[src/design/dbt_pkg.sv]
// ----------------------------------------------------------------------------
// dbt_pkg: shared definitions for the distance and bearing block
// Datapath widths, the arctangent table, the pipeline payload type and the
// elaboration-time gain compensation constant of the CORDIC.
// ----------------------------------------------------------------------------
package dbt_pkg;

    localparam int COORD_WIDTH_DEF  = 24;
    localparam int CORDIC_STEPS_DEF = 16;

    // Vector datapath: coordinates are normalized to 2^58, so 62 bits hold
    // every intermediate value of the micro-rotations at any coordinate width up to 58 bits.
    localparam int XY_W      = 62;
    localparam int NORM_BITS = 58;
    localparam int ANG_W     = 32;
    localparam int BEAR_W    = 16;
    localparam int K_W       = 30;

    localparam logic [ANG_W-1:0] ANGLE_PI = 32'h8000_0000;

    // atan(2^-i) in units where 2^31 stands for pi, rounded to nearest.
    localparam logic [ANG_W-1:0] ATAN_TAB [32] = '{
        32'd536870912, 32'd316933406, 32'd167458907, 32'd85004756,
        32'd42667331,  32'd21354465,  32'd10679838,  32'd5340245,
        32'd2670163,   32'd1335087,   32'd667544,    32'd333772,
        32'd166886,    32'd83443,     32'd41722,     32'd20861,
        32'd10430,     32'd5215,      32'd2608,      32'd1304,
        32'd652,       32'd326,       32'd163,       32'd81,
        32'd41,        32'd20,        32'd10,        32'd5,
        32'd3,         32'd1,         32'd1,         32'd0
    };

    typedef struct packed {
        logic                   zero;
        logic signed [XY_W-1:0] x;
        logic signed [XY_W-1:0] y;
        logic [ANG_W-1:0]       z;
    } t_vec;

    // Reciprocal of the CORDIC gain in Q30, evaluated at elaboration only.
    function automatic logic [63:0] dbt_gain_comp(input int steps);
        logic [63:0] g;
        logic [63:0] n;
        logic [63:0] r;
        logic [63:0] b;
        logic [63:0] s;
        logic [63:0] num;
        logic [63:0] q;
        logic [63:0] rem;
        int          i;
        g = 64'd1 << 60;
        for (i = 0; i < 32; i++) begin
            if (i < steps) begin
                g = g + (g >> (2 * i));
            end
        end
        n = g;
        r = '0;
        b = 64'd1 << 62;
        for (i = 0; i < 32; i++) begin
            if (b > n) begin
                b = b >> 2;
            end
        end
        for (i = 0; i < 32; i++) begin
            if (b != 64'd0) begin
                if (n >= r + b) begin
                    n = n - (r + b);
                    r = (r >> 1) + b;
                end else begin
                    r = r >> 1;
                end
                b = b >> 2;
            end
        end
        s = (r == 64'd0) ? 64'd1 : r;
        num = (64'd1 << 60) + (s >> 1);
        q   = '0;
        rem = '0;
        for (i = 63; i >= 0; i--) begin
            rem = {rem[62:0], num[i]};
            if (rem >= s) begin
                rem  = rem - s;
                q[i] = 1'b1;
            end
        end
        return q;
    endfunction

endpackage

[src/design/dbt_scale.sv]
// ----------------------------------------------------------------------------
// dbt_scale: gain compensation and output rounding
// Multiplies the grown length by the inverse CORDIC gain in two 30-bit
// halves, then rounds, saturates and forms the 16-bit bearing.
// ----------------------------------------------------------------------------
module dbt_scale #(
    parameter int COORD_WIDTH  = 24,
    parameter int CORDIC_STEPS = 16
) (
    input  logic                          i_clk,
    input  logic                          i_rst_n,
    input  logic                          i_valid,
    input  dbt_pkg::t_vec                 i_vec,
    output logic                          o_valid,
    output logic [COORD_WIDTH:0]          o_distance,
    output logic signed [dbt_pkg::BEAR_W-1:0] o_bearing
);
    import dbt_pkg::*;

    localparam int GUARD  = NORM_BITS - COORD_WIDTH;
    localparam int DIST_W = COORD_WIDTH + 1;
    localparam int PROD_W = 2 * K_W;
    localparam int SUM_W  = PROD_W + 1;
    localparam logic [K_W-1:0]   K_GAIN = K_W'(dbt_gain_comp(CORDIC_STEPS));
    localparam logic [SUM_W-1:0] HALF   = SUM_W'(1) << (GUARD - 1);
    localparam logic [SUM_W-1:0] D_MAX  = SUM_W'({DIST_W{1'b1}});

    logic              r_mvalid;
    logic [PROD_W-1:0] r_p_hi;
    logic [PROD_W-1:0] r_p_lo;
    logic [ANG_W-1:0]  r_z;
    logic              r_zero;
    logic [SUM_W-1:0]  n_sum;
    logic [SUM_W-1:0]  n_dist;
    logic [ANG_W-1:0]  n_zr;
    logic              r_valid;
    logic [DIST_W-1:0] r_distance;
    logic [BEAR_W-1:0] r_bearing;

    // Stage 1: the final x is nonnegative and below 2^60.
    always_ff @(posedge i_clk) begin
        if (!i_rst_n) begin
            r_mvalid <= 1'b0;
        end else begin
            r_mvalid <= i_valid;
        end
        r_p_hi <= PROD_W'(i_vec.x[2*K_W-1:K_W]) * PROD_W'(K_GAIN);
        r_p_lo <= PROD_W'(i_vec.x[K_W-1:0]) * PROD_W'(K_GAIN);
        r_z    <= i_vec.z;
        r_zero <= i_vec.zero;
    end

    always_comb begin
        n_sum  = SUM_W'(r_p_hi) + SUM_W'(r_p_lo >> K_W) + HALF;
        n_dist = n_sum >> GUARD;
        n_zr   = r_z + ANG_W'(32'h0000_8000);
    end

    // Stage 2: round half up, saturate, and force zero for a zero vector.
    always_ff @(posedge i_clk) begin
        if (!i_rst_n) begin
            r_valid <= 1'b0;
        end else begin
            r_valid <= r_mvalid;
        end
        if (r_zero) begin
            r_distance <= '0;
            r_bearing  <= '0;
        end else begin
            r_distance <= (n_dist > D_MAX) ? DIST_W'(D_MAX) : DIST_W'(n_dist);
            r_bearing  <= n_zr[ANG_W-1:ANG_W-BEAR_W];
        end
    end

    assign o_valid    = r_valid;
    assign o_distance = r_distance;
    assign o_bearing  = r_bearing;

endmodule

[config.mk]
export PLATFORM = sky130hd
export DESIGN_NAME = dbt_scale
export DESIGN_NICKNAME = d
export VERILOG_FILES = /design/src/design/dbt_pkg.sv /design/src/design/dbt_scale.sv
export SDC_FILE = /design/constraint.sdc
export NUM_CORES = 2
export LEC_CHECK = 0
export ABC_AREA = 1
export BUFFER_PORTS_ARGS = -buffer_cell sky130_fd_sc_hd__buf_2
export CAP_MARGIN = 25
export CORE_UTILIZATION = 45
export CTS_CLUSTER_SIZE = 16
export DETAILED_ROUTE_END_ITERATION = 7
export HOLD_SLACK_MARGIN = 0.15
export SLEW_MARGIN = 40
export SYNTH_ARGS = -nofsm -noshare
export SYNTH_HDL_FRONTEND = slang
export SYNTH_SLANG_ARGS = --single-unit
[constraint.sdc]
create_clock -name i_clk -period 14.2 [get_ports i_clk]
set_clock_uncertainty 0.1 [all_clocks]
set_input_delay 2.13 -clock i_clk [delete_from_list [all_inputs] [get_ports i_clk]]
set_output_delay 2.13 -clock i_clk [all_outputs]
set_load 0.1 [all_outputs]
==> reports/metrics.csv <==
stage,metric,value,unit
routing,num_vias,33784,
routing,wl,136000,um
layout,final_util,48.5,%
layout,syn_to_final_growth,6.27,%
routing,wl_per_cell,20.5,um
grt,grt.total_usage,28.4,%
timing,rsz0062_at_grt,no,
floorplan,dieArea,0.0998,sq mm
clock_tree,cts_resized,0,
critical_path,arrival,9.00,ns
critical_path,worst_setup_path_end_kind,flip-flop,
timing,setup_violations,0,
timing,final.min_clock_period,8.81,ns
critical_path,r2r_start,r_p_lo[52],
synthesis,async_flop_share,0,%
timing,max-slew-margin-rel,52.1,%
synthesis,synth_cells,5215,
grt,gr-total-overflow,0,
timing,fmax,114,MHz
timing,worst_pin_slew,0.717,ns
synthesis,synth-seq-cells,151,
timing,setup_tns,0,ns
clock_tree,cts_made_buffers,17,
critical_path,cp_max_fo,6,
synthesis,synth_top_area_cell,fa_1,
synthesis,yosys_warnings,0,
synthesis,synth_top_area_share,41.0,%
routing,drt_iter0_markers,2485,
routing,drc_errors,0,
run_status,status,"complete, no violations",
timing,fin_crit_sh,62.0,%
synthesis,synth_area,0.0443,sq mm
critical_path,required,14.40,ns
clock_tree,worst_skew_pair.late_latency,0.43,ns
clock_tree,root_buffer,clkbuf_16,
run,timing.max_cap.violations,0,
routing,dr.pass1.iters,8,
worst_hold_path,hold_path_class,flip-flop to flip-flop,
placement,globalplace.congestion,1.01,
timing,fin_ws,5.39,ns
clock_tree,ctsHoldBuffers,0,
routing,vias_per_cell,5.09,
floorplan,io_pins,202,
floorplan,rows,114,
layout,final_cell_count_no_fill,6640,
synthesis,syn_nets,6971,
layout,drive_gt1_share,3.49,%
floorplan,die_w,316,um
critical_path,r2r_slack,11.52,ns
synthesis,syn_avg_cell_area,8.50,sq um
clock_tree,h-tree-depth,4,
clock_tree,cts_setup_buffers,0,
critical_path,reg2reg_depth,11,
critical_path,setup.worst_path.start_class,input port,
synthesis,yosysUniqueCellTypes,37,
grt,grt_pass1_vias,36050,
timing,slew_violations,0,
clock_tree,clk_path_buf_depth,2,
critical_path,endpoint,r_p_hi[39],
floorplan,initial_utilization,45.6,%
placement,dp_slack,5.13,ns
critical_path,critPathLaunch,i_vec[129],
timing,hold_viol_final,0,
placement,dp_cells,6607,
synthesis,ys_seq_area_share,6.82,%
layout,fin_nets,7106,
clock_tree,clkTransAtPathRegs,0.07,ns
synthesis,synth_edf_count,0,
critical_path,r2r-end,o_distance[24],
clock_tree,cts.sinks,151,
placement,port_buffers,122,
clock_tree,cts_tree,yes,
grt,grt_start_max_net_pins,36,
grt,antenna_found_initial,1,
floorplan,core_area,0.0971,sq mm
routing,drtAntennaViolNets,0,
grt,grt_pass1_wl,210000,um
floorplan,die_h,316,um
critical_path,critPathKind,input port to flip-flop,
synthesis,synthFlopType,dfxtp_1,
placement,place_hpwl,123000,um
synthesis,synthTopCellsByArea,"fa_1, ha_1, inv_1",
[how the worst min path moves through the flow]
| stage | startpoint | cells after the start | end | slack (ns) |
|---|---|---|---|---|
| CTS | r_mvalid | 2 | o_valid | 0.33 |
| global placement | r_mvalid | 2 | o_valid | 0.31 |
| detailed placement | r_mvalid | 2 | o_valid | 0.31 |
| floorplan | r_mvalid | 2 | o_valid | 0.29 |
| finish | r_mvalid | 2 | o_valid | 0.33 |
| global route | r_mvalid | 2 | o_valid | 0.36 |
[per-stage QoR]
step / hold slack [ns] / instance area (sq um)
final: 0.328 / 47100
after global routing: 0.356 / 47100
after CTS: 0.331 / 47100
after detailed placement: 0.312 / 46500
after global placement: 0.309 / 46500
after floorplan: 0.290 / 44300
[layout by cell type, fill, tap and decap left out, drive strengths merged, types with 8 or more instances in the layout]
cell type     n
nor3         43
dfxtp       151
nor2        388
o21ai       130
nand3       156
fa          907
inv        1549
ha          689
xnor2        11
a21o          9
a21boi        8
a31oi        13
and3          8
a21oi       202
nand4        33
nand2       807
buf         122
clkbuf       18
xor2         50
o21bai       27
nand3b       16
[registers in the layout (all words and copies together), names as in the netlist]
name and count:
o_distance 25, r_zero 1, r_z 17, r_mvalid 1
r_p_lo 30, o_bearing 16, r_p_hi 60, o_valid 1
[synth_stat cells (7+ instances only)]
| cell | n |
|---|---|
| a21oi_1 | 182 |
| xnor2_1 | 11 |
| a21oi_2 | 20 |
| a21boi_0 | 7 |
| o21bai_1 | 27 |
| nand4_1 | 33 |
| inv_1 | 1537 |
| and3_1 | 8 |
| ha_1 | 689 |
| nor3_1 | 41 |
| nand3_1 | 156 |
| nor2_1 | 385 |
| nand2_1 | 806 |
| dfxtp_1 | 151 |
| o21ai_0 | 126 |
| nand3b_1 | 16 |
| a31oi_1 | 13 |
| fa_1 | 907 |
| xor2_1 | 50 |
| a21o_1 | 9 |
[layer usage]
layer	global-route usage, %	part of all wire, %	up-vias	wire length (um)
met1	40.4	46	16612	62100
met5	0	0.0096	-	13
met4	7.24	2.9	2	3890
met3	4.44	7.3	194	9880
met2	45.0	44	1091	60100
li1	-	-	15885	-
[worst max-delay path, cell delays in order]
cell and delay [ns]:
buf_2 0.29, inv_1 0.24, fa_1 0.51, fa_1 0.52, inv_1 0.05, fa_1 0.50
inv_1 0.06, fa_1 0.56, inv_1 0.05, fa_1 0.53, fa_1 0.44, fa_1 0.59
inv_1 0.11, fa_1 0.52, inv_1 0.05, ha_1 0.35, a21oi_1 0.27, o21ai_0 0.20
a21oi_1 0.28, o21ai_0 0.25, nand3b_1 0.30, xor2_1 0.18
[logic make-up after synthesis]
| kind of cell | after synthesis | share of synthesized area [%] |
|---|---|---|
| adders and majority gates | 1596 | 60.4 |
| and+or+nand+nor | 1466 | 13.5 |
| DFF | 151 | 6.82 |
| xor gates and xnor gates | 61 | 1.21 |
| buffers and inverters | 1546 | 13.1 |
| AOI/OAI and AO/OA | 395 | 4.96 |
[layout make-up]
class	instances	area [sq um]
fill	9566	50000
multi-input combinational	3518	35500
inverter	1540	5780
sequential	151	3030
tap	1276	1600
timing repair buffer	122	611
clock buffer	18	439
clock inverter	14	158
antenna	1	2.50
Power is not shown: default switching activity piles up to over one toggle a cycle in this logic, so the estimate is an artifact.
