[src/design/dbt_pkg.sv]
// ----------------------------------------------------------------------------
// dbt_pkg: shared definitions for the distance and bearing block
// Datapath widths, the arctangent table, the pipeline payload type and the
// elaboration-time gain compensation constant of the CORDIC.
// ----------------------------------------------------------------------------
package dbt_pkg;

    localparam int COORD_WIDTH_DEF  = 24;
    localparam int CORDIC_STEPS_DEF = 16;

    // Vector datapath: coordinates are normalized to 2^58, so 62 bits hold
    // every intermediate value of the micro-rotations at any coordinate width up to 58 bits.
    localparam int XY_W      = 62;
    localparam int NORM_BITS = 58;
    localparam int ANG_W     = 32;
    localparam int BEAR_W    = 16;
    localparam int K_W       = 30;

    localparam logic [ANG_W-1:0] ANGLE_PI = 32'h8000_0000;

    // atan(2^-i) in units where 2^31 stands for pi, rounded to nearest.
    localparam logic [ANG_W-1:0] ATAN_TAB [32] = '{
        32'd536870912, 32'd316933406, 32'd167458907, 32'd85004756,
        32'd42667331,  32'd21354465,  32'd10679838,  32'd5340245,
        32'd2670163,   32'd1335087,   32'd667544,    32'd333772,
        32'd166886,    32'd83443,     32'd41722,     32'd20861,
        32'd10430,     32'd5215,      32'd2608,      32'd1304,
        32'd652,       32'd326,       32'd163,       32'd81,
        32'd41,        32'd20,        32'd10,        32'd5,
        32'd3,         32'd1,         32'd1,         32'd0
    };

    typedef struct packed {
        logic                   zero;
        logic signed [XY_W-1:0] x;
        logic signed [XY_W-1:0] y;
        logic [ANG_W-1:0]       z;
    } t_vec;

    // Reciprocal of the CORDIC gain in Q30, evaluated at elaboration only.
    function automatic logic [63:0] dbt_gain_comp(input int steps);
        logic [63:0] g;
        logic [63:0] n;
        logic [63:0] r;
        logic [63:0] b;
        logic [63:0] s;
        logic [63:0] num;
        logic [63:0] q;
        logic [63:0] rem;
        int          i;
        g = 64'd1 << 60;
        for (i = 0; i < 32; i++) begin
            if (i < steps) begin
                g = g + (g >> (2 * i));
            end
        end
        n = g;
        r = '0;
        b = 64'd1 << 62;
        for (i = 0; i < 32; i++) begin
            if (b > n) begin
                b = b >> 2;
            end
        end
        for (i = 0; i < 32; i++) begin
            if (b != 64'd0) begin
                if (n >= r + b) begin
                    n = n - (r + b);
                    r = (r >> 1) + b;
                end else begin
                    r = r >> 1;
                end
                b = b >> 2;
            end
        end
        s = (r == 64'd0) ? 64'd1 : r;
        num = (64'd1 << 60) + (s >> 1);
        q   = '0;
        rem = '0;
        for (i = 63; i >= 0; i--) begin
            rem = {rem[62:0], num[i]};
            if (rem >= s) begin
                rem  = rem - s;
                q[i] = 1'b1;
            end
        end
        return q;
    endfunction

endpackage

[src/design/dbt_front.sv]
// ----------------------------------------------------------------------------
// dbt_front: difference vector and half-plane fold
// Two register stages: the coordinate difference, then the normalized and
// folded CORDIC start vector with its starting angle.
// ----------------------------------------------------------------------------
module dbt_front #(
    parameter int COORD_WIDTH = 24
) (
    input  logic                          i_clk,
    input  logic                          i_rst_n,
    input  logic                          i_valid,
    input  logic signed [COORD_WIDTH-1:0] i_from_x,
    input  logic signed [COORD_WIDTH-1:0] i_from_y,
    input  logic signed [COORD_WIDTH-1:0] i_to_x,
    input  logic signed [COORD_WIDTH-1:0] i_to_y,
    output logic                          o_valid,
    output dbt_pkg::t_vec                 o_vec
);
    import dbt_pkg::*;

    localparam int GUARD = NORM_BITS - COORD_WIDTH;

    logic                        r_dvalid;
    logic signed [COORD_WIDTH:0] r_dx;
    logic signed [COORD_WIDTH:0] r_dy;
    logic                        n_zero;
    logic signed [XY_W-1:0]      n_x;
    logic signed [XY_W-1:0]      n_y;
    logic                        r_valid;
    t_vec                        r_vec;
    t_vec                        n_vec;

    // Stage 1: exact difference, one bit wider than the coordinates.
    always_ff @(posedge i_clk) begin
        if (!i_rst_n) begin
            r_dvalid <= 1'b0;
        end else begin
            r_dvalid <= i_valid;
        end
        r_dx <= (COORD_WIDTH+1)'(i_to_x) - (COORD_WIDTH+1)'(i_from_x);
        r_dy <= (COORD_WIDTH+1)'(i_to_y) - (COORD_WIDTH+1)'(i_from_y);
    end

    // Stage 2: the CORDIC x axis takes dy, the y axis takes dx; a vector in
    // the lower half plane is negated and starts at pi.
    always_comb begin
        n_zero = (r_dx == '0) && (r_dy == '0);
        n_x    = XY_W'(r_dy) <<< GUARD;
        n_y    = XY_W'(r_dx) <<< GUARD;
        n_vec.zero = n_zero;
        if (n_x < 0) begin
            n_vec.x = -n_x;
            n_vec.y = -n_y;
            n_vec.z = ANGLE_PI;
        end else begin
            n_vec.x = n_x;
            n_vec.y = n_y;
            n_vec.z = '0;
        end
    end

    always_ff @(posedge i_clk) begin
        if (!i_rst_n) begin
            r_valid <= 1'b0;
        end else begin
            r_valid <= r_dvalid;
        end
        r_vec <= n_vec;
    end

    assign o_valid = r_valid;
    assign o_vec   = r_vec;

endmodule

[config.mk]
export PLATFORM = sky130hd
export DESIGN_NAME = dbt_front
export DESIGN_NICKNAME = d
export VERILOG_FILES = /design/src/design/dbt_pkg.sv /design/src/design/dbt_front.sv
export SDC_FILE = /design/constraint.sdc
export NUM_CORES = 1
export LEC_CHECK = 0
export BUFFER_PORTS_ARGS = -buffer_cell sky130_fd_sc_hd__buf_4
export CAP_MARGIN = 5
export CORE_ASPECT_RATIO = 1.2
export CORE_UTILIZATION = 40
export DETAILED_ROUTE_END_ITERATION = 16
export GPL_ROUTABILITY_DRIVEN = 0
export GPL_TIMING_DRIVEN = 0
export PLACE_DENSITY = 0.8
export SETUP_SLACK_MARGIN = 0.05
export SYNTH_ARGS = -nofsm -noshare
export SYNTH_HDL_FRONTEND = slang
export SYNTH_SLANG_ARGS = --single-unit
[constraint.sdc]
create_clock -name i_clk -period 2.65 [get_ports i_clk]
set_input_delay 0.3975 -clock i_clk [delete_from_list [all_inputs] [get_ports i_clk]]
set_output_delay 0.3975 -clock i_clk [all_outputs]
set_load 0.02 [all_outputs]
==> results.py <==
metrics = {
    "status": {
        "run_status": "finished, final reports clean",
    },
    "route": {
        "drc_errors": 0,
        "via_count": 5705,
        "wl_per_cell_um": 11.9,
        "vias_per_cell": 4.59,
        "firstDrtPassIters": 5,
        "drt-met1-wl_mm": 6.36,
        "postRouteAntennaNets": 0,
        "met2WireLength_mm": 7.38,
        "met3_wirelength_um": 669,
        "drt-total-wl_mm": 14.8,
        "topRoutingLayerUsed": "met4",
        "violation_count_after_the_first_detailed_route_iteration": 230,
    },
    "die": {
        "die_area_mm2": 0.0169,
        "start_util": 0.414,
        "ios": 257,
        "die_x_um": 119,
        "vertical_die_dimension_um": 142,
        "placementRows": 50,
        "coreArea_mm2": 0.0158,
    },
    "clock_tree": {
        "clock-sinks": 110,
        "cts_inserted_buffers": 9,
        "clock_tree_root_buffer_cell": "clkbuf_16",
        "cts-htree-levels": 3,
        "clk_lat_worst_skew_ps": 340,
        "worst_setup_hold_path_clk_slew_ps": 70,
        "holdBufCountCts": 0,
        "clock_path_buffers": 2,
        "cts_tree": "built",
    },
    "grt": {
        "grt_start_max_net_pins": 19,
        "wire_length_of_the_first_global_routing_pass_mm": 23.2,
        "grt_pass1_vias": 5081,
        "antenna_found_initial": 0,
        "track_usage": 0.169,
        "remaining_global_route_overflow": 0,
    },
    "critical_path": {
        "worst-endpoint-arrival_ps": 2670,
        "crit_required_ps": 2910,
        "endpoint_kind": "register",
        "worst_path_max_delay_cell": "fa_1",
        "timing.setup.critical_path_class": "input port to register",
        "setup.worst_path.start_class": "input port",
        "critical_path.max_stage_delay_ps": 410,
        "crit_chain": "buf_4, ha_1, fa_1, nand2b_1, a21oi_1, o211ai_1, o21ai_2, a31oi_1, o41ai_2, xnor2_1",
        "critical_path_peak_fanout": 4,
    },
    "yosys": {
        "combinational_family_with_the_most_area_after_synthesis": "compound AO/OA/AOI/OAI gates",
        "synthTopCellsByArea": "dfxtp_1 34%, buf_4 11%, ha_1 9.5%",
        "ys_top_cells_by_count": "110 x dfxtp_1, 99 x buf_4, 71 x xnor2_1, 66 x inv_1, 53 x a21oi_1",
        "synth.most_common_cell": "dfxtp_1",
        "ys_seq_elements": 110,
        "async_flop_share": 0,
        "synthAdderAreaFrac": 0.101,
        "yosys_most_used_dff": "dfxtp_1",
        "synth.yosys.seq_area_share": 0.336,
        "synth_largest_area_cell": "dfxtp_1",
        "syn_avg_cell_area_um2": 8.62,
        "synthMuxAreaShare": 0,
        "synth.distinct_cells": 49,
        "xor_xnor_portion_of_the_synthesized_cell_area": 0.117,
        "netlist_instances": 761,
        "simple_gate_portion_of_the_synthesized_area": 0.127,
        "synth_edf_count": 0,
        "yosys.area.top_type_share": 0.336,
        "synth_compound_gate_area_share": 0.160,
        "ys.warnings.count": 0,
        "syn_area_mm2": 0.00656,
    },
    "cells_and_area": {
        "syn_to_final_growth_pct": 32.7,
        "final_layout_size_suffix_gt1_frac": 0.274,
        "nNetsFinal": 1181,
        "antenna-diode-count": 0,
        "final_design_area_no_fill_mm2": 0.00870,
        "fillCellCount": 1513,
    },
    "sta": {
        "slew-limit-headroom": 0.432,
        "layout_worst_path_cycle_share": 0.911,
        "timing.final.ws_setup_ps": 235,
        "timing_hold_violations_final": 0,
        "worst_tran_pin_value_ps": 844,
        "fin_crit_ps": 2410,
        "worst_clock_skew_ps": 10.3,
        "setup_repair_after_global_routing_missed_its_margin": "false",
        "timing_max_transition_violations_final": 0,
        "setup_violations": 0,
        "clock.fmax_mhz": 414,
    },
    "power_and_ir_drop": {
        "vdd_ir_drop_max_v": 0.000325,
        "p_total_mw": 5.97,
        "power_density_relative_to_cell_area_mw_per_mm2": 686,
        "power.static_leakage_nw": 4.37,
    },
    "run": {
        "drv.max_cap_violation_count": 0,
    },
    "placement": {
        "number_of_input_and_output_port_buffers_inserted": 157,
        "placement.cell_area_mm2": 0.00838,
        "detailedPlace.worstSlack_ps": -453,
        "hpwl_dp_mm": 12.3,
    },
    "hold_path": {
        "type_of_the_worst_min_delay_path": "input port to register",
    },
}
## worst max-delay path: cells and delay by family
kind / cells / cell delay, ps
compound gates: 5 / 1200
xor+xnor: 1 / 170
simple gates: 1 / 180
fa+ha+maj: 2 / 620
buf+inv: 1 / 110
## cells in the final DEF, fill, tap and decap left out, types with 3 or more instances in the layout
cell	n
o21ai_0	43
dfxtp_1	110
a21o_1	15
nor2_1	33
nand4_1	5
a21oi_1	53
clkinv_4	3
ha_1	50
o211ai_1	7
nand2_1	50
and2_1	3
inv_1	66
a211oi_1	4
or4_1	4
and3_1	5
o41ai_1	6
xnor2_1	71
conb_1	102
clkbuf_16	9
nor2b_1	7
nor4_1	9
or3_1	4
xor2_1	17
o41ai_2	3
buf_4	256
nor3_1	9
o21bai_1	3
o31ai_1	12
a31oi_1	7
clkbuf_1	12
nand3_1	12
nand2b_1	16
## final cells by class
class	instances	area, um^2	area share
tap	208	260	0.0299
buffer	111	790	0.0907
inverter	66	248	0.0285
multi-input combinational	575	3720	0.427
sequential	110	2200	0.253
clock buffer	11	243	0.0279
timing repair buffer	157	1180	0.135
clock inverter	5	67.6	0.00776
## state kept, by name (all words and copies together) (netlist names)
signal,flops
r_dx,25
o_valid,1
r_dvalid,1
o_vec,58
r_dy,25
## layer usage
| layer | track usage | vias to the layer above |
|---|---|---|
| li1 | - | 2922 |
| met1 | 0.196 | 2570 |
| met2 | 0.310 | 191 |
| met3 | 0.0228 | 22 |
| met4 | 0.0700 | 0 |
| met5 | 0 | - |
## power by group
| group | switching [mW] | leakage [nW] | internal [mW] | total, mW |
|---|---|---|---|---|
| combinational | 1.22 | 3.29 | 1.00 | 2.22 |
| sequential | 0.272 | 0.927 | 2.11 | 2.39 |
| clock | 0.594 | 0.152 | 0.771 | 1.37 |
## final timing paths
check / startpoint / endpoint / slack, ps / cells after the start
hold reg to reg: r_dx[0] / o_vec[66] / 360 / 0
hold / removal: i_valid / r_dvalid / 270 / 2
setup reg to reg: r_dy[7] / o_vec[151] / 320 / 6
setup / recovery: i_from_x[0] / r_dx[22] / 240 / 10
## stage by stage
| step | setup TNS (ps) | cells | hold slack [ps] | util |
|---|---|---|---|---|
| after floorplan | 0 | 862 | 331 | - |
| after global placement | -901 | 1227 | 362 | 0.529 |
| after detailed placement | -1380 | 1227 | 359 | 0.529 |
| after CTS | 0 | 1243 | 262 | 0.549 |
| after global routing | 0 | 1243 | 264 | 0.550 |
| final | 0 | 1243 | 272 | 0.550 |
## kinds of logic (layout without fill, tap and decap cells)
| logic type | Yosys count | in the layout |
|---|---|---|
| AO/OA/AOI/OAI | 168 | 168 |
| XOR/XNOR | 88 | 88 |
| adder cells (fa/ha/maj) | 52 | 52 |
| buffers and inverters | 177 | 350 |
| flip-flops | 110 | 110 |
| other | 1 | 102 |
| AND/OR/NAND/NOR | 165 | 165 |
## repair_timing
item                                    4_1_cts  5_1_grt
endpoints found under the setup margin        2        3
setup buffers                                 0        0
gates resized for setup                       1        4
(Power assumes the default switching activity.)
