**config.mk**
```make
export PLATFORM = sky130hd
export DESIGN_NAME = dbt_rot_stage
export DESIGN_NICKNAME = d
export VERILOG_FILES = /design/src/design/dbt_pkg.sv /design/src/design/dbt_rot_stage.sv
export SDC_FILE = /design/constraint.sdc
export NUM_CORES = 1
export LEC_CHECK = 0
export BUFFER_PORTS_ARGS = -buffer_cell sky130_fd_sc_hd__buf_2
export CORE_ASPECT_RATIO = 2
export CORE_UTILIZATION = 57
export DETAILED_ROUTE_END_ITERATION = 6
export GPL_TIMING_DRIVEN = 0
export PLACE_DENSITY = 0.83
export SLEW_MARGIN = 10
export SYNTH_ARGS = -nofsm -noshare
export SYNTH_HDL_FRONTEND = slang
export SYNTH_SLANG_ARGS = --single-unit
```
**constraint.sdc**
```tcl
create_clock -name i_clk -period 3.6 [get_ports i_clk]
set_input_delay 0.18 -clock i_clk [delete_from_list [all_inputs] [get_ports i_clk]]
set_output_delay 0.18 -clock i_clk [all_outputs]
set_load 0.01 [all_outputs]
```
**src/design/dbt_pkg.sv**
```systemverilog
// ----------------------------------------------------------------------------
// dbt_pkg: shared definitions for the distance and bearing block
// Datapath widths, the arctangent table, the pipeline payload type and the
// elaboration-time gain compensation constant of the CORDIC.
// ----------------------------------------------------------------------------
package dbt_pkg;

    localparam int COORD_WIDTH_DEF  = 24;
    localparam int CORDIC_STEPS_DEF = 16;

    // Vector datapath: coordinates are normalized to 2^58, so 62 bits hold
    // every intermediate value of the micro-rotations at any coordinate width up to 58 bits.
    localparam int XY_W      = 62;
    localparam int NORM_BITS = 58;
    localparam int ANG_W     = 32;
    localparam int BEAR_W    = 16;
    localparam int K_W       = 30;

    localparam logic [ANG_W-1:0] ANGLE_PI = 32'h8000_0000;

    // atan(2^-i) in units where 2^31 stands for pi, rounded to nearest.
    localparam logic [ANG_W-1:0] ATAN_TAB [32] = '{
        32'd536870912, 32'd316933406, 32'd167458907, 32'd85004756,
        32'd42667331,  32'd21354465,  32'd10679838,  32'd5340245,
        32'd2670163,   32'd1335087,   32'd667544,    32'd333772,
        32'd166886,    32'd83443,     32'd41722,     32'd20861,
        32'd10430,     32'd5215,      32'd2608,      32'd1304,
        32'd652,       32'd326,       32'd163,       32'd81,
        32'd41,        32'd20,        32'd10,        32'd5,
        32'd3,         32'd1,         32'd1,         32'd0
    };

    typedef struct packed {
        logic                   zero;
        logic signed [XY_W-1:0] x;
        logic signed [XY_W-1:0] y;
        logic [ANG_W-1:0]       z;
    } t_vec;

    // Reciprocal of the CORDIC gain in Q30, evaluated at elaboration only.
    function automatic logic [63:0] dbt_gain_comp(input int steps);
        logic [63:0] g;
        logic [63:0] n;
        logic [63:0] r;
        logic [63:0] b;
        logic [63:0] s;
        logic [63:0] num;
        logic [63:0] q;
        logic [63:0] rem;
        int          i;
        g = 64'd1 << 60;
        for (i = 0; i < 32; i++) begin
            if (i < steps) begin
                g = g + (g >> (2 * i));
            end
        end
        n = g;
        r = '0;
        b = 64'd1 << 62;
        for (i = 0; i < 32; i++) begin
            if (b > n) begin
                b = b >> 2;
            end
        end
        for (i = 0; i < 32; i++) begin
            if (b != 64'd0) begin
                if (n >= r + b) begin
                    n = n - (r + b);
                    r = (r >> 1) + b;
                end else begin
                    r = r >> 1;
                end
                b = b >> 2;
            end
        end
        s = (r == 64'd0) ? 64'd1 : r;
        num = (64'd1 << 60) + (s >> 1);
        q   = '0;
        rem = '0;
        for (i = 63; i >= 0; i--) begin
            rem = {rem[62:0], num[i]};
            if (rem >= s) begin
                rem  = rem - s;
                q[i] = 1'b1;
            end
        end
        return q;
    endfunction

endpackage

```
**src/design/dbt_rot_stage.sv**
```systemverilog
// ----------------------------------------------------------------------------
// dbt_rot_stage: one CORDIC vectoring micro-rotation
// Rotates toward the x axis by atan(2^-STAGE) and registers the result.
// ----------------------------------------------------------------------------
module dbt_rot_stage #(
    parameter int STAGE = 0
) (
    input  logic          i_clk,
    input  logic          i_rst_n,
    input  logic          i_valid,
    input  dbt_pkg::t_vec i_vec,
    output logic          o_valid,
    output dbt_pkg::t_vec o_vec
);
    import dbt_pkg::*;

    logic signed [XY_W-1:0] xs;
    logic signed [XY_W-1:0] ys;
    logic                   r_valid;
    t_vec                   r_vec;
    t_vec                   n_vec;

    always_comb begin
        xs = i_vec.x >>> STAGE;
        ys = i_vec.y >>> STAGE;
        n_vec.zero = i_vec.zero;
        if (!i_vec.y[XY_W-1]) begin
            n_vec.x = i_vec.x + ys;
            n_vec.y = i_vec.y - xs;
            n_vec.z = i_vec.z + ATAN_TAB[STAGE];
        end else begin
            n_vec.x = i_vec.x - ys;
            n_vec.y = i_vec.y + xs;
            n_vec.z = i_vec.z - ATAN_TAB[STAGE];
        end
    end

    always_ff @(posedge i_clk) begin
        if (!i_rst_n) begin
            r_valid <= 1'b0;
        end else begin
            r_valid <= i_valid;
        end
        r_vec <= n_vec;
    end

    assign o_valid = r_valid;
    assign o_vec   = r_vec;

endmodule

```
==> flow_summary.json, run 1 <==
{
  "grt_overflow": 22,
  "ys_seq_area_frac": 0.208,
  "yosys_warnings": 0,
  "yosysMostFrequentCell": "a21oi_1",
  "initial_core_util": 0.578,
  "cts_inserted_buffers": 17,
  "h-tree-depth": 4,
  "syn_inst": 2037,
  "status": "did not finish",
  "dp_hpwl_um": 59200,
  "syn_nets": 2400,
  "io_buffers": 316,
  "postSynthAreaPerCell_um2": 7.42,
  "synthTopCellsByCount": "a21oi_1 (282), ha_1 (199), inv_1 (165)",
  "yosys-top-cells-area": "dfxtp_1 (21%), ha_1 (16%), a21oi_1 (9.3%)",
  "grt_pass1_wl_um": 129000,
  "grt_max_degree": 17,
  "num_rows": 84,
  "synth_seq_cells": 157,
  "root_buffer": "clkbuf_16",
  "synthDistinctLibCells": 80,
  "io-pin-count": 318,
  "fp.dieW_um": 117,
  "globalRouteTotalUtil": 0.645,
  "post-cts-setup-buffers": 0,
  "cts.path.max_buffers": 2,
  "yosys.area.top_type_share": 0.208,
  "syn_area_um2": 15100,
  "error_line": "[ERROR GRT-0116] Global routing finished with congestion. Check the congestion regions in the DRC Viewer.",
  "synth-edff-count": 0,
  "async_flop_share": 0,
  "synth_ff_type": "dfxtp_1",
  "dpl_cell_area_um2": 17100,
  "cts.sinks": 157,
  "grt_pass1_vias": 20100,
  "haltStage": "global routing",
  "gp_congestion": 1.22,
  "chipHeight_um": 232,
  "yosys.area.top_type": "dfxtp_1"
}
## timing repair
item                                   CTS
endpoints found under the hold margin   34
resized for setup                       18
pin swaps                                0
setup endpoints to repair               29
hold buffers                            34
## metrics by stage
step           setup TNS (ns)  worst slack (ns)  hold WS [ns]  cells
2_1_floorplan               0             0.573         0.208   2037
4_1_cts                     0            0.0111      0.000719   2762
3_5_place_dp           -33.87             -1.18         0.284   2697
3_3_place_gp           -31.07             -1.16         0.283   2697
## cells by family after synthesis
kind of cell | synth area share
AOI/OAI and AO/OA | 0.289
and+or+nand+nor | 0.170
buffers and inverters | 0.0715
adders and majority gates | 0.170
DFF | 0.208
xor gates and xnor gates | 0.0701
muxes | 0.0226
## routing by layer
layer | global-route usage | GRT overflow
met2 | 0.897 | 16
met5 | 0.0882 | 0
met1 | 0.596 | 0
met4 | 0.717 | 6
met3 | 0.392 | 0
==> run 2: changes to the inputs <==
CORE_ASPECT_RATIO = unset   (was 2)
CORE_UTILIZATION = 40   (was 57)
PLACE_DENSITY = unset   (was 0.83)
PLACE_DENSITY_LB_ADDON = 0.15   (was unset)
==> run 2 against run 1 <==
The run now ends clean. Synthesized cell count stayed put. Synthesized area did not move.
==> flow_summary.json, run 2 <==
{
  "fp.dieW_um": 196,
  "yosys.area.top_type_share": 0.208,
  "final_hold_viol_count": 0,
  "finalCritPeriodShare": 0.993,
  "synth_compound_area_frac": 0.289,
  "drtIter0Drc": 1938,
  "slew_headroom": 0.132,
  "syn_area_um2": 15100,
  "grt_pass1_vias": 16600,
  "globalRouteTotalUtil": 0.365,
  "grt_max_degree": 19,
  "gp_congestion": 1.01,
  "start_kind": "input pin",
  "grt_pass1_wl_um": 105000,
  "mostFrequentLayoutCells": "buf_2 (322), a21oi_1 (281), ha_1 (199)",
  "required_ns": 3.99,
  "critical_path_arrival_ns": 3.96,
  "cts.sinks": 157,
  "drive_gt1_frac": 0.178,
  "async_flop_share": 0,
  "path_class": "input pin to flop",
  "cts_inserted_buffers": 17,
  "hold_start": "i_vec[31]",
  "vias": 17500,
  "io-pin-count": 318,
  "chipHeight_um": 196,
  "synth_top_family_by_area": "compound AO/OA/AOI/OAI gates",
  "ant_nets": 0,
  "initial_core_util": 0.410,
  "yosys.area.top_type": "dfxtp_1",
  "design_power_total_uw": 7370,
  "setup_ws_ns": 0.0250,
  "synth_xor_area_frac": 0.0701,
  "largest_reg_flops": 156,
  "synth_seq_cells": 157,
  "fill_cells": 3771,
  "synthMuxAreaShare": 0.0226,
  "wirelength_um": 72200,
  "dr.pass1.iters": 6,
  "crit_fanout": 10,
  "period_needed_ns": 3.58,
  "yosys-top-cells-area": "dfxtp_1 (21%), ha_1 (16%), a21oi_1 (9.3%)",
  "grt_overflow": 0,
  "finalMaxSlewViolations": 0,
  "worstMarginPinSlew_ns": 1.30,
  "coreArea_um2": 36900,
  "min_to": "o_vec[31]$_DFF_P_",
  "power_density_nw_per_um2": 399,
  "io_buffers": 316,
  "setup_viol": 0,
  "p_leak_uw": 0.00844,
  "endpoint_kind": "flop",
  "yosysMostFrequentCell": "a21oi_1",
  "synthAdderAreaFrac": 0.170,
  "post-route-drc-count": 0,
  "syn_nets": 2400,
  "postSynthAreaPerCell_um2": 7.42,
  "syn_inst": 2037,
  "num_rows": 70,
  "yosys_warnings": 0,
  "root_buffer": "clkbuf_16",
  "die-area_um2": 38600,
  "maxCapViolCount": 0,
  "synth-edff-count": 0,
  "dpl_worst_slack_ns": -1.31,
  "grt_antenna_before_repair": 1,
  "ys_seq_area_frac": 0.208,
  "cts_tree": "yes",
  "area_delta_synth_final_pct": 22.2,
  "hp-class": "input pin to flop",
  "dp_hpwl_um": 58600,
  "synth_ff_type": "dfxtp_1",
  "max_freq_ghz": 0.280,
  "min_delay_path_depth": 3,
  "synthDistinctLibCells": 80,
  "synthTopCellsByCount": "a21oi_1 (282), ha_1 (199), inv_1 (165)",
  "synth-simple-area-share": 0.170,
  "h-tree-depth": 4,
  "final_common_cell": "buf_2",
  "wire_per_inst_um": 24.7,
  "status": "completed",
  "via_per_inst": 5.98,
  "clk_pin_slew_worst_paths_ns": 0.07,
  "peakVddDrop_mv": 0.349,
  "layout.nets": 2770,
  "cts.path.max_buffers": 2
}
## run 2: how the worst max path moves through the flow
stage,startpoint,to,cells after the start
after floorplan,i_vec[66],o_vec[91]$_DFF_P_,11
after global placement,i_vec[76],o_vec[155]$_DFF_P_,14
after detailed placement,i_vec[76],o_vec[155]$_DFF_P_,14
after CTS,i_vec[36],o_vec[77]$_DFF_P_,14
after global routing,i_vec[48],o_vec[144]$_DFF_P_,13
final,i_vec[64],o_vec[90]$_DFF_P_,14
## run 2: layer usage
layer / GRT usage / part of all wire / wire, µm / vias up
met4: 0.157 / 0.040 / 2900 / 2
met5: 0 / 0.00018 / 13 / -
li1: - / - / - / 7985
met1: 0.478 / 0.43 / 31100 / 8345
met3: 0.0672 / 0.085 / 6150 / 168
met2: 0.585 / 0.44 / 32000 / 1004
## run 2: kinds of logic (layout without fill, tap and decap cells)
| family | Yosys count | count (layout) |
|---|---|---|
| buffers and inverters | 285 | 668 |
| flip-flops | 157 | 157 |
| other | 0 | 2 |
| AO/OA/AOI/OAI | 703 | 703 |
| AND/OR/NAND/NOR | 534 | 534 |
| multiplexers | 34 | 34 |
| XOR/XNOR | 121 | 121 |
| adder cells (fa/ha/maj) | 203 | 203 |
## run 2: where the power goes
part / switching, µW / leakage, µW / internal [µW]
clock network: 933 / 0.000287 / 932
registers: 91.0 / 0.00132 / 2100
logic: 2170 / 0.00683 / 1140
## run 2: timing repair
item                       CTS  global route
buffers inserted             0             2
hold buffers                34             0
hold endpoints to repair    34             0
gates resized for setup     17            30
cloned                       0             0
setup endpoints to repair   35            32
## run 2: critical path, stage by stage
cell	delay (ns)
buf_2	0.10
inv_1	0.06
ha_1	0.32
clkbuf_2	0.26
inv_2	0.09
a21oi_1	0.26
o311ai_1	0.23
a211oi_2	0.53
o31ai_1	0.23
a31oi_2	0.46
o21ai_1	0.28
a31o_2	0.35
a311oi_1	0.43
xnor2_1	0.17
## run 2: area by class of cell
cell class | instances | area (µm²) | share of cell area
multi-input combinational | 1595 | 11100 | 0.600
sequential | 157 | 3140 | 0.170
timing repair buffer | 352 | 1940 | 0.105
inverter | 191 | 717 | 0.0388
tap | 504 | 631 | 0.0341
clock buffer | 17 | 425 | 0.0230
buffer | 93 | 369 | 0.0200
clock inverter | 15 | 165 | 0.00894
antenna | 2 | 5.00 | 0.000271
## run 2: per-stage QoR
stage	setup TNS, ns	hold WS [ns]	area, µm²	instances	util
5_1_grt	-0.00827	0.0295	18500	2924	0.501
6_report	0	0.0181	18500	2926	0.501
3_3_place_gp	-37.92	0.282	17300	2857	0.470
2_1_floorplan	0	0.208	15100	2037	-
3_5_place_dp	-35.27	0.284	17300	2857	0.470
4_1_cts	0	0.00949	18400	2923	0.498
No activity file was read; power rests on OpenSTA's default activity.
